File: config.mk
export PLATFORM = sky130hd
export DESIGN_NAME = e2g_ctrl
export DESIGN_NICKNAME = d
export VERILOG_FILES = /design/src/hw/rtl/e2g_pkg.sv /design/src/hw/rtl/e2g_ctrl.sv
export SDC_FILE = /design/constraint.sdc
export NUM_CORES = 1
export LEC_CHECK = 0
export ABC_AREA = 1
export ABC_CLOCK_PERIOD_IN_PS = 1400
export BUFFER_PORTS_ARGS = -buffer_cell sky130_fd_sc_hd__buf_2
export CAP_MARGIN = 20
export CORE_MARGIN = 10
export CORE_UTILIZATION = 34
export CTS_BUF_LIST = sky130_fd_sc_hd__clkbuf_4 sky130_fd_sc_hd__clkbuf_8 sky130_fd_sc_hd__clkbuf_16
export CTS_CLUSTER_DIAMETER = 200
export DETAILED_ROUTE_END_ITERATION = 12
export SLEW_MARGIN = 20
export SYNTH_ARGS = -nofsm -noshare
export SYNTH_HDL_FRONTEND = slang
export SYNTH_SLANG_ARGS = --single-unit
File: constraint.sdc
create_clock -name clk_i -period 1.4 [get_ports clk_i]
set_input_delay 0.21 -clock clk_i [delete_from_list [all_inputs] [get_ports clk_i]]
set_output_delay 0.21 -clock clk_i [all_outputs]
set_load 0.05 [all_outputs]
File: src/hw/rtl/e2g_pkg.sv
`timescale 1ns / 1ps

package e2g_pkg;

  localparam int unsigned OpW = 5;
  typedef logic [OpW-1:0] op_t;

  // datapath operations
  localparam op_t OP_ZOUT = 5'd0;
  localparam op_t OP_E2   = 5'd1;
  localparam op_t OP_RX   = 5'd2;
  localparam op_t OP_RY   = 5'd3;
  localparam op_t OP_DZ0  = 5'd4;
  localparam op_t OP_ZZ   = 5'd5;
  localparam op_t OP_AZ2  = 5'd6;
  localparam op_t OP_NH   = 5'd7;
  localparam op_t OP_SN   = 5'd8;
  localparam op_t OP_S2   = 5'd9;
  localparam op_t OP_DEN  = 5'd10;
  localparam op_t OP_Q    = 5'd11;
  localparam op_t OP_NRAD = 5'd12;
  localparam op_t OP_D1   = 5'd13;
  localparam op_t OP_D2   = 5'd14;
  localparam op_t OP_CHK  = 5'd15;
  localparam op_t OP_RHO  = 5'd16;
  localparam op_t OP_LON  = 5'd17;
  localparam op_t OP_LAT  = 5'd18;
  localparam op_t OP_HGT  = 5'd19;

  typedef struct packed {
    logic start;
    logic load;
    logic emit;
    op_t  op;
  } cmd_t;

  typedef struct packed {
    logic done;
    logic zero;
    logic conv;
  } stat_t;

  // configuration register indexes
  localparam logic [1:0] REG_RADIUS = 2'd0;
  localparam logic [1:0] REG_FLAT   = 2'd1;
  localparam logic [1:0] REG_TOL    = 2'd2;

  localparam logic [32:0] RADIUS_RST = 33'd6378137000;
  localparam logic [36:0] FLAT_RST   = 37'd3686454311;
  localparam logic [15:0] TOL_RST    = 16'd16;

  localparam logic [63:0] Q40_ONE = 64'h0000_0100_0000_0000;

  localparam logic signed [34:0] ANG_PI      = 35'sd3373259426;
  localparam logic signed [34:0] ANG_HALF_PI = 35'sd1686629713;

  // arctangent of 2^-i in radians times 2^30
  function automatic logic [29:0] atan_tab(input logic [4:0] i);
    logic [29:0] v;
    case (i)
      5'd0:  v = 30'd843314857;
      5'd1:  v = 30'd497837830;
      5'd2:  v = 30'd263043837;
      5'd3:  v = 30'd133525159;
      5'd4:  v = 30'd67021687;
      5'd5:  v = 30'd33543516;
      5'd6:  v = 30'd16775851;
      5'd7:  v = 30'd8388437;
      5'd8:  v = 30'd4194283;
      5'd9:  v = 30'd2097149;
      5'd10: v = 30'd1048576;
      5'd11: v = 30'd524288;
      5'd12: v = 30'd262144;
      5'd13: v = 30'd131072;
      5'd14: v = 30'd65536;
      5'd15: v = 30'd32768;
      5'd16: v = 30'd16384;
      5'd17: v = 30'd8192;
      5'd18: v = 30'd4096;
      5'd19: v = 30'd2048;
      5'd20: v = 30'd1024;
      5'd21: v = 30'd512;
      5'd22: v = 30'd256;
      5'd23: v = 30'd128;
      5'd24: v = 30'd64;
      5'd25: v = 30'd32;
      5'd26: v = 30'd16;
      5'd27: v = 30'd8;
      5'd28: v = 30'd4;
      5'd29: v = 30'd2;
      5'd30: v = 30'd1;
      default: v = 30'd0;
    endcase
    return v;
  endfunction

endpackage

File: src/hw/rtl/e2g_ctrl.sv
`timescale 1ns / 1ps

// sequencer: issues one datapath operation at a time and waits for done
module e2g_ctrl #(
  parameter int unsigned MAX_ITER = 8
) (
  input  logic           clk_i,
  input  logic           rst_ni,
  input  logic           s_valid_i,
  output logic           s_ready_o,
  input  logic           out_free_i,
  input  e2g_pkg::stat_t stat_i,
  output e2g_pkg::cmd_t  cmd_o
);

  localparam int unsigned CntW = $clog2(MAX_ITER);
  localparam logic [CntW-1:0] LastCnt = CntW'(MAX_ITER - 1);

  localparam logic [4:0] ST_IDLE  = 5'd0;
  localparam logic [4:0] ST_FIRST = 5'd1;
  localparam logic [4:0] ST_RX    = 5'd2;
  localparam logic [4:0] ST_RY    = 5'd3;
  localparam logic [4:0] ST_DZ0   = 5'd4;
  localparam logic [4:0] ST_ZZ    = 5'd5;
  localparam logic [4:0] ST_AZ2   = 5'd6;
  localparam logic [4:0] ST_NH    = 5'd7;
  localparam logic [4:0] ST_SN    = 5'd8;
  localparam logic [4:0] ST_S2    = 5'd9;
  localparam logic [4:0] ST_DEN   = 5'd10;
  localparam logic [4:0] ST_Q     = 5'd11;
  localparam logic [4:0] ST_NRAD  = 5'd12;
  localparam logic [4:0] ST_D1    = 5'd13;
  localparam logic [4:0] ST_D2    = 5'd14;
  localparam logic [4:0] ST_CHK   = 5'd15;
  localparam logic [4:0] ST_RHO   = 5'd16;
  localparam logic [4:0] ST_LON   = 5'd17;
  localparam logic [4:0] ST_LAT   = 5'd18;
  localparam logic [4:0] ST_HGT   = 5'd19;
  localparam logic [4:0] ST_EMIT  = 5'd20;

  logic [4:0]      state_q, nxt;
  logic            issued_q, final_q, work;
  logic [CntW-1:0] cnt_q;
  e2g_pkg::op_t    op;

  always_comb begin
    op   = e2g_pkg::OP_E2;
    nxt  = ST_IDLE;
    work = 1'b1;
    case (state_q)
      ST_IDLE:  work = 1'b0;
      ST_FIRST: begin
        op  = stat_i.zero ? e2g_pkg::OP_ZOUT : e2g_pkg::OP_E2;
        nxt = stat_i.zero ? ST_EMIT : ST_RX;
      end
      ST_RX:   begin op = e2g_pkg::OP_RX;   nxt = ST_RY;  end
      ST_RY:   begin op = e2g_pkg::OP_RY;   nxt = ST_DZ0; end
      ST_DZ0:  begin op = e2g_pkg::OP_DZ0;  nxt = ST_ZZ;  end
      ST_ZZ:   begin op = e2g_pkg::OP_ZZ;   nxt = ST_AZ2; end
      ST_AZ2:  begin op = e2g_pkg::OP_AZ2;  nxt = ST_NH;  end
      ST_NH:   begin op = e2g_pkg::OP_NH;   nxt = ST_SN;  end
      ST_SN:   begin op = e2g_pkg::OP_SN;   nxt = ST_S2;  end
      ST_S2:   begin op = e2g_pkg::OP_S2;   nxt = ST_DEN; end
      ST_DEN:  begin op = e2g_pkg::OP_DEN;  nxt = ST_Q;   end
      ST_Q:    begin op = e2g_pkg::OP_Q;    nxt = ST_NRAD; end
      ST_NRAD: begin
        op  = e2g_pkg::OP_NRAD;
        nxt = final_q ? ST_RHO : ST_D1;
      end
      ST_D1:   begin op = e2g_pkg::OP_D1;   nxt = ST_D2;  end
      ST_D2:   begin op = e2g_pkg::OP_D2;   nxt = ST_CHK; end
      ST_CHK:  begin op = e2g_pkg::OP_CHK;  nxt = ST_ZZ;  end
      ST_RHO:  begin op = e2g_pkg::OP_RHO;  nxt = ST_LON; end
      ST_LON:  begin op = e2g_pkg::OP_LON;  nxt = ST_LAT; end
      ST_LAT:  begin op = e2g_pkg::OP_LAT;  nxt = ST_HGT; end
      ST_HGT:  begin op = e2g_pkg::OP_HGT;  nxt = ST_EMIT; end
      ST_EMIT: work = 1'b0;
      default: work = 1'b0;
    endcase
  end

  always_ff @(posedge clk_i or negedge rst_ni) begin
    if (!rst_ni) begin
      state_q  <= ST_IDLE;
      issued_q <= 1'b0;
      final_q  <= 1'b0;
      cnt_q    <= '0;
    end else begin
      case (state_q)
        ST_IDLE: begin
          if (s_valid_i) begin
            state_q  <= ST_FIRST;
            issued_q <= 1'b0;
            final_q  <= 1'b0;
            cnt_q    <= '0;
          end
        end
        ST_EMIT: begin
          if (out_free_i) begin
            state_q <= ST_IDLE;
          end
        end
        default: begin
          if (!issued_q) begin
            issued_q <= 1'b1;
          end else if (stat_i.done) begin
            issued_q <= 1'b0;
            state_q  <= nxt;
            if (state_q == ST_CHK) begin
              cnt_q <= cnt_q + CntW'(1);
              if (stat_i.conv || cnt_q == LastCnt) begin
                final_q <= 1'b1;
              end
            end
          end
        end
      endcase
    end
  end

  assign s_ready_o   = state_q == ST_IDLE;
  assign cmd_o.start = work && !issued_q;
  assign cmd_o.load  = (state_q == ST_IDLE) && s_valid_i;
  assign cmd_o.emit  = (state_q == ST_EMIT) && out_free_i;
  assign cmd_o.op    = op;

endmodule

==> impl_metrics.json, run 1 <==
{
  "row_count": 18,
  "critPathLaunchType": "flop",
  "synth.largest_area_cell": "dfrtp_1",
  "clkSinkCount": 10,
  "hold_start": "s_valid_i",
  "root_buffer": "clkbuf_4",
  "min_path_cells": 4,
  "ys_types": 24,
  "grt_start_max_net_pins": 11,
  "crit_required_ns": 1.19,
  "yosys_warnings": 0,
  "area_growth_syn_to_layout_pct": 91.4,
  "drc_errors": 0,
  "endpoint_kind": "output port",
  "drv_cap": 0,
  "grt_pass1_wl_um": 5110,
  "hold_path.class": "in2reg",
  "placed_cells": 196,
  "n_antenna_cell": 0,
  "die_y_um": 70.4,
  "start_util_pct": 35.1,
  "fin_nets": 199,
  "status": "finished, violations left",
  "io_pins": 16,
  "htreeDepth": 1,
  "dr.pass1.iters": 4,
  "p_leak_nw": 0.816,
  "layout-drive-gt1-share_pct": 60.8,
  "fin_skew_ns": 0.000510,
  "grt_pass1_vias": 1203,
  "max_slew_margin_pct": 75.2,
  "dp_hpwl_um": 2120,
  "max-vdd-ir-drop_uv": 1960,
  "pre_cts_slack_ns": -0.118,
  "violations": "negative setup slack",
  "fin_crit_sh_pct": 121,
  "tritoncts": "built",
  "syn-num-nets": 138,
  "critPathMaxStageDelay_ns": 0.43,
  "cts_buffer_depth": 2,
  "finalWorstSetupSlack_ns": -0.299,
  "rsz0062_at_grt": "true",
  "crit_buf_inv": 2,
  "hold_violations": 0,
  "placed_cell_area_mm2": 0.00119,
  "wl_per_cell_um": 14.8,
  "grt_use_total_pct": 12.3,
  "overflow": 0,
  "layout_min_cycle_time_ns": 1.70,
  "final_util_pct": 67.2,
  "netlist_area_um2": 862,
  "finalSetupViolations": 17,
  "reg2reg_to": "cnt_q[1]$_DFFE_PN0P_",
  "drt_iter0_markers": 89,
  "portBuffers": 15,
  "critical_path_class": "reg2out",
  "cp_slowest_cell": "dfrtp_1",
  "rrSetupSlack_ns": -0.23,
  "crit_family": "simple AND/OR/NAND/NOR gates",
  "ff2ff_path_depth": 10,
  "synth_area_leaders": "dfrtp_1 (29%), nand2_1 (11%), nand3_1 (8.7%)",
  "die_w_um": 70.4,
  "antenna_found_initial": 0,
  "fin_total_pwr_mw": 4.39,
  "setup_tns_ns": -3.42,
  "path_cells": "nor2_4, buf_6, nor2_4, nor2_4, nand3_4, buf_8",
  "synth.yosys.seq_area_share_pct": 29.0,
  "hold_ws_ns": 0.298,
  "die_area_mm2": 0.00495,
  "ant_nets": 0,
  "design_area_mm2": 0.00165,
  "synth_top_area_share_pct": 29.0,
  "r2r_start": "state_q[3]$_DFFE_PN0P_",
  "max_freq_mhz": 589,
  "cts.clk_slew.worst_paths_ns": 0.07,
  "hold-path-endpoint": "issued_q$_DFFE_PN0P_",
  "place_congestion": 0.846,
  "via_per_inst": 5.21,
  "clk_latency_ns": 0.27,
  "core_area_mm2": 0.00245,
  "syn_area_per_cell_um2": 6.68,
  "netlist_instances": 129,
  "wl_um": 3250,
  "slew_violations": 0,
  "worstPathMaxFanout": 5,
  "p_per_area_mw_per_mm2": 2660,
  "crit_top_cell": "nor2_4",
  "arrival_ns": 1.49,
  "stdcell_count": 219,
  "ys_ff_latch": 10,
  "vias": 1140,
  "tightest_slew_ns": 0.371,
  "cts_buffers": 3
}
sequential cells by signal (all words and copies together), names as in the netlist:
signal	flops
cnt_q	3
state_q	5
issued_q	1
final_q	1
per-layer routing:
metal  GRT usage, %  wire length, um  vias up
met3           2.26              152       11
li1               -                -      541
met1           12.4             1210      551
met5              0                0        -
met2           23.8             1800       37
met4           5.26               87        0
where the power goes:
part	total (mW)	switching [mW]	internal (mW)	leakage, nW
registers	0.530	0.109	0.421	0.123
clock network	0.264	0.106	0.158	0.0210
logic	3.60	1.95	1.65	0.672
total	4.39	2.17	2.23	0.816
cell families (layout without fill, tap and decap cells):
kind of cell	after synthesis	in the layout	share of synthesized area, %
AND/OR/NAND/NOR	80	80	47.5
flip-flops	10	10	29.0
buffers and inverters	22	82	11.2
adder cells (fa/ha/maj)	2	2	2.90
AO/OA/AOI/OAI	15	15	9.43
layout make-up:
| cell class | instances | area (um^2) |
|---|---|---|
| timing repair buffer | 60 | 543 |
| fill | 211 | 805 |
| sequential | 10 | 253 |
| clock buffer | 4 | 36.3 |
| inverter | 18 | 81.3 |
| tap | 30 | 37.5 |
| multi-input combinational | 97 | 699 |
cell usage after synthesis:
library cell	n
nor3_2	1
buf_4	1
a21oi_1	2
nor3_1	3
and2_1	1
nor3b_1	1
o21ai_0	6
inv_2	4
o21ai_2	1
nand2_1	25
nor2_2	1
dfrtp_1	10
nand3_1	15
nand2_2	2
o21ai_1	4
nand4_1	7
inv_1	14
nor2_1	17
buf_2	2
a31oi_1	2
nor2_4	4
ha_1	2
nand3_2	3
buf_6	1
how the worst max path moves through the flow:
stage                            from              endpoint  slack (ns)  cells after the start
6_report       state_q[3]$_DFFE_PN0P_              cmd_o[0]       -0.30                      6
5_1_grt        state_q[3]$_DFFE_PN0P_              cmd_o[6]       -0.37                      5
4_1_cts        state_q[2]$_DFFE_PN0P_              cmd_o[0]       -0.26                      6
3_5_place_dp   state_q[3]$_DFFE_PN0P_  cnt_q[1]$_DFFE_PN0P_       -0.12                      9
3_3_place_gp   state_q[4]$_DFFE_PN0P_              cmd_o[0]       -0.09                      5
2_1_floorplan  state_q[3]$_DFFE_PN0P_              cmd_o[0]       -0.16                      7
worst register-to-register path: cells and delay by family (launching register included):
| kind | cells | cell delay [ns] |
|---|---|---|
| AOI/OAI and AO/OA | 1 | 0.06 |
| buffers and inverters | 3 | 0.33 |
| DFF | 1 | 0.43 |
| and+or+nand+nor | 6 | 0.71 |
placed cells by master, fill, tap and decap left out, types with 3 or more instances in the layout:
master / synthesis / routed
nand3_1: 15 / 11
nand3_4: 0 / 4
buf_6: 1 / 16
nand2_2: 2 / 11
o21ai_2: 1 / 3
dfrtp_1: 10 / 8
nand3_2: 3 / 3
buf_2: 2 / 6
buf_8: 0 / 6
nor2_1: 17 / 8
nand2_1: 25 / 14
inv_1: 14 / 9
inv_2: 4 / 5
clkbuf_4: 0 / 3
nor2_4: 4 / 12
buf_4: 1 / 31
o21ai_1: 4 / 6
nor3_1: 3 / 3
nand4_1: 7 / 7
repair_timing:
item / CTS / global route
gates resized for setup: 60 / 24
pin swaps: 25 / 18
endpoints found under the hold margin: 10 / 0
hold buffers: 1 / 0
setup endpoints to repair: 19 / 19
buffers inserted: 15 / 5
cloned: 0 / 0
(Power assumes the default switching activity.)
==> run 2: changes to the inputs <==
--- a/config.mk
+++ b/config.mk
@@ -5,7 +5,7 @@
 export SDC_FILE = /design/constraint.sdc
 export NUM_CORES = 1
 export LEC_CHECK = 0
-export ABC_AREA = 1
+export ABC_AREA = 0
 export ABC_CLOCK_PERIOD_IN_PS = 1400
 export BUFFER_PORTS_ARGS = -buffer_cell sky130_fd_sc_hd__buf_2
 export CAP_MARGIN = 20
==> impl_metrics.json, run 2 <==
{
  "status": "finished, violations left",
  "violations": "negative setup slack",
  "synth_xor_area_share_pct": 0,
  "row_count": 18,
  "p_leak_nw": 0.730,
  "synth_compound_area_share_pct": 27.0,
  "io_pins": 16,
  "wl_per_cell_um": 18.5,
  "hold_violations": 0,
  "setup_tns_ns": -4.39,
  "grt_use_total_pct": 13.0,
  "critPathMaxStageDelay_ns": 0.45,
  "fin_nets": 163,
  "clkSinkCount": 10,
  "yosys-top-cells-count": "dfrtp_1 (10), nand2_1 (9), nor2_1 (7)",
  "htreeDepth": 1,
  "tightest_slew_ns": 0.367,
  "critPathLaunchType": "flop",
  "wl_um": 3380,
  "finalSetupViolations": 18,
  "n_antenna_cell": 0,
  "critical_path_class": "reg2out",
  "finalWorstSetupSlack_ns": -0.364,
  "area_growth_syn_to_layout_pct": 98.8,
  "synth.yosys.seq_area_share_pct": 29.5,
  "dr.pass1.iters": 4,
  "max_freq_mhz": 567,
  "hold_path.class": "in2async",
  "fillers": 169,
  "crit_buf_inv": 2,
  "vias": 1023,
  "synthArstFlopShare_pct": 100,
  "ys_types": 45,
  "grt_pass1_wl_um": 5240,
  "synth_top_area_share_pct": 29.5,
  "cp_slowest_cell": "dfrtp_2",
  "synth.largest_area_cell": "dfrtp_1",
  "p_per_area_mw_per_mm2": 2620,
  "fin_total_pwr_mw": 4.42,
  "dp_hpwl_um": 2090,
  "synth_most_common_cell": "dfrtp_1",
  "yosys_warnings": 0,
  "crit_top_cell": "buf_6",
  "final_common_cell": "buf_4",
  "synth_top_family_by_area": "simple AND/OR/NAND/NOR gates",
  "antenna_found_initial": 0,
  "path_cells": "buf_6, or2_4, a211oi_4, buf_6",
  "overflow": 0,
  "netlist_area_um2": 848,
  "cts_buffers": 3,
  "ys.flop_type": "dfrtp_1",
  "drc_errors": 0,
  "ant_nets": 0,
  "syn-num-nets": 107,
  "tritoncts": "built",
  "place_congestion": 0.852,
  "rsz0062_at_grt": "true",
  "grt_util_met1_pct": 15.0,
  "synth_area_leaders": "dfrtp_1 (29%), nand2_1 (4.0%), o21ai_0 (3.5%)",
  "grt_start_max_net_pins": 12,
  "max_slew_margin_pct": 75.6,
  "worstPathMaxFanout": 5,
  "fin_skew_ns": 0.00518,
  "final_cell_mix": "buf_4 (27), buf_6 (17), nand2_1 (7), buf_8 (7), buf_2 (6)",
  "crit_start": "state_q[2]$_DFFE_PN0P_",
  "layout_min_cycle_time_ns": 1.76,
  "die_w_um": 70.0,
  "portBuffers": 15,
  "synth_fa_ha_area_share_pct": 2.95,
  "clk_latency_ns": 0.28,
  "max-vdd-ir-drop_uv": 1800,
  "via_per_inst": 5.59,
  "met3_usage_pct": 3.67,
  "slew_violations": 0,
  "crit_family": "flip-flops",
  "placed_cells": 166,
  "fin_crit_sh_pct": 126,
  "netlist_instances": 98,
  "grt-busiest-layer": "met2",
  "core_area_mm2": 0.00243,
  "layout-drive-gt1-share_pct": 71.9,
  "drv_cap": 0,
  "endpoint_kind": "output port",
  "die_area_mm2": 0.00489,
  "cts.clk_slew.worst_paths_ns": 0.07,
  "drt_iter0_markers": 40,
  "syn_area_per_cell_um2": 8.66,
  "top_register": "state_q",
  "root_buffer": "clkbuf_4",
  "cts_buffer_depth": 2,
  "crit_required_ns": 1.19,
  "largest_reg_flops": 5,
  "arrival_ns": 1.55,
  "synth_simple_gate_area_share_pct": 29.9,
  "grt_pass1_vias": 1069,
  "r2r_start": "state_q[3]$_DFFE_PN0P_",
  "synth_edf_count": 0,
  "final_util_pct": 69.3,
  "biggestRegsByFlops": "state_q x5, cnt_q x3",
  "ys_ff_latch": 10,
  "synthMuxAreaShare_pct": 3.54,
  "pre_cts_slack_ns": -0.255,
  "die_y_um": 70.0,
  "start_util_pct": 34.9,
  "grtUsageMet2_pct": 22.0,
  "stdcell_count": 183
}
-- run 2: cell types whose count changed after synthesis, moves of 4 or more --
cell	before	now
inv_1	14	3
o21ai_1	4	0
nand2_1	25	9
nand4_1	7	2
nor2_1	17	7
nor2_4	4	0
nand3_1	15	0
-- run 2: kinds of logic (layout without fill, tap and decap cells) --
kind of cell | Yosys count | after routing
AND/OR/NAND/NOR | 42 | 42
flip-flops | 10 | 10
AO/OA/AOI/OAI | 30 | 30
multiplexers | 2 | 2
adder cells (fa/ha/maj) | 2 | 2
buffers and inverters | 12 | 67
-- run 2: final cells by class --
type | instances | area [um^2] | share of cell area, %
inverter | 4 | 18.8 | 1.11
clock buffer | 4 | 36.3 | 2.15
tap | 30 | 37.5 | 2.23
sequential | 10 | 256 | 15.2
timing repair buffer | 59 | 559 | 33.2
multi-input combinational | 76 | 778 | 46.1
-- run 2: stage by stage --
stage	hold slack, ns	area, um^2
3_3_place_gp	0.0907	1210
4_1_cts	0.323	1520
5_1_grt	0.339	1690
6_report	0.323	1690
2_1_floorplan	-0.0856	922
3_5_place_dp	0.0911	1210
-- run 2: routing by layer --
layer / up-vias / wire length [um]
li1: 471 / -
met1: 503 / 1320
met2: 37 / 1780
met3: 12 / 211
met4: 0 / 72
met5: - / 0
-- run 2: path summary, 6_finish.rpt --
path,end,slack [ns],cells after the start
min,state_q[4]$_DFFE_PN0P_,0.32,2
max,cmd_o[7],-0.36,4
max in group asynchronous,state_q[1]$_DFFE_PN0P_,0.85,2
min in group clk_i,final_q$_DFFE_PN0P_,0.38,4
min reg2reg,cnt_q[1]$_DFFE_PN0P_,0.51,2
max reg2reg,state_q[0]$_DFFE_PN0P_,-0.27,4
-- run 2: power by group --
| part | total, mW | internal (mW) | switching (mW) | leakage [nW] |
|---|---|---|---|---|
| logic | 3.47 | 1.74 | 1.73 | 0.591 |
| registers | 0.682 | 0.437 | 0.245 | 0.117 |
| clock network | 0.270 | 0.158 | 0.112 | 0.0210 |
| total | 4.42 | 2.33 | 2.09 | 0.730 |
-- run 2: what timing repair did --
action	4_1_cts	5_1_grt
cloned	0	0
setup buffers	4	9
endpoints found under the hold margin	10	0
pin swaps	8	8
hold buffers	1	0
endpoints found under the setup margin	19	19
resized for setup	63	27
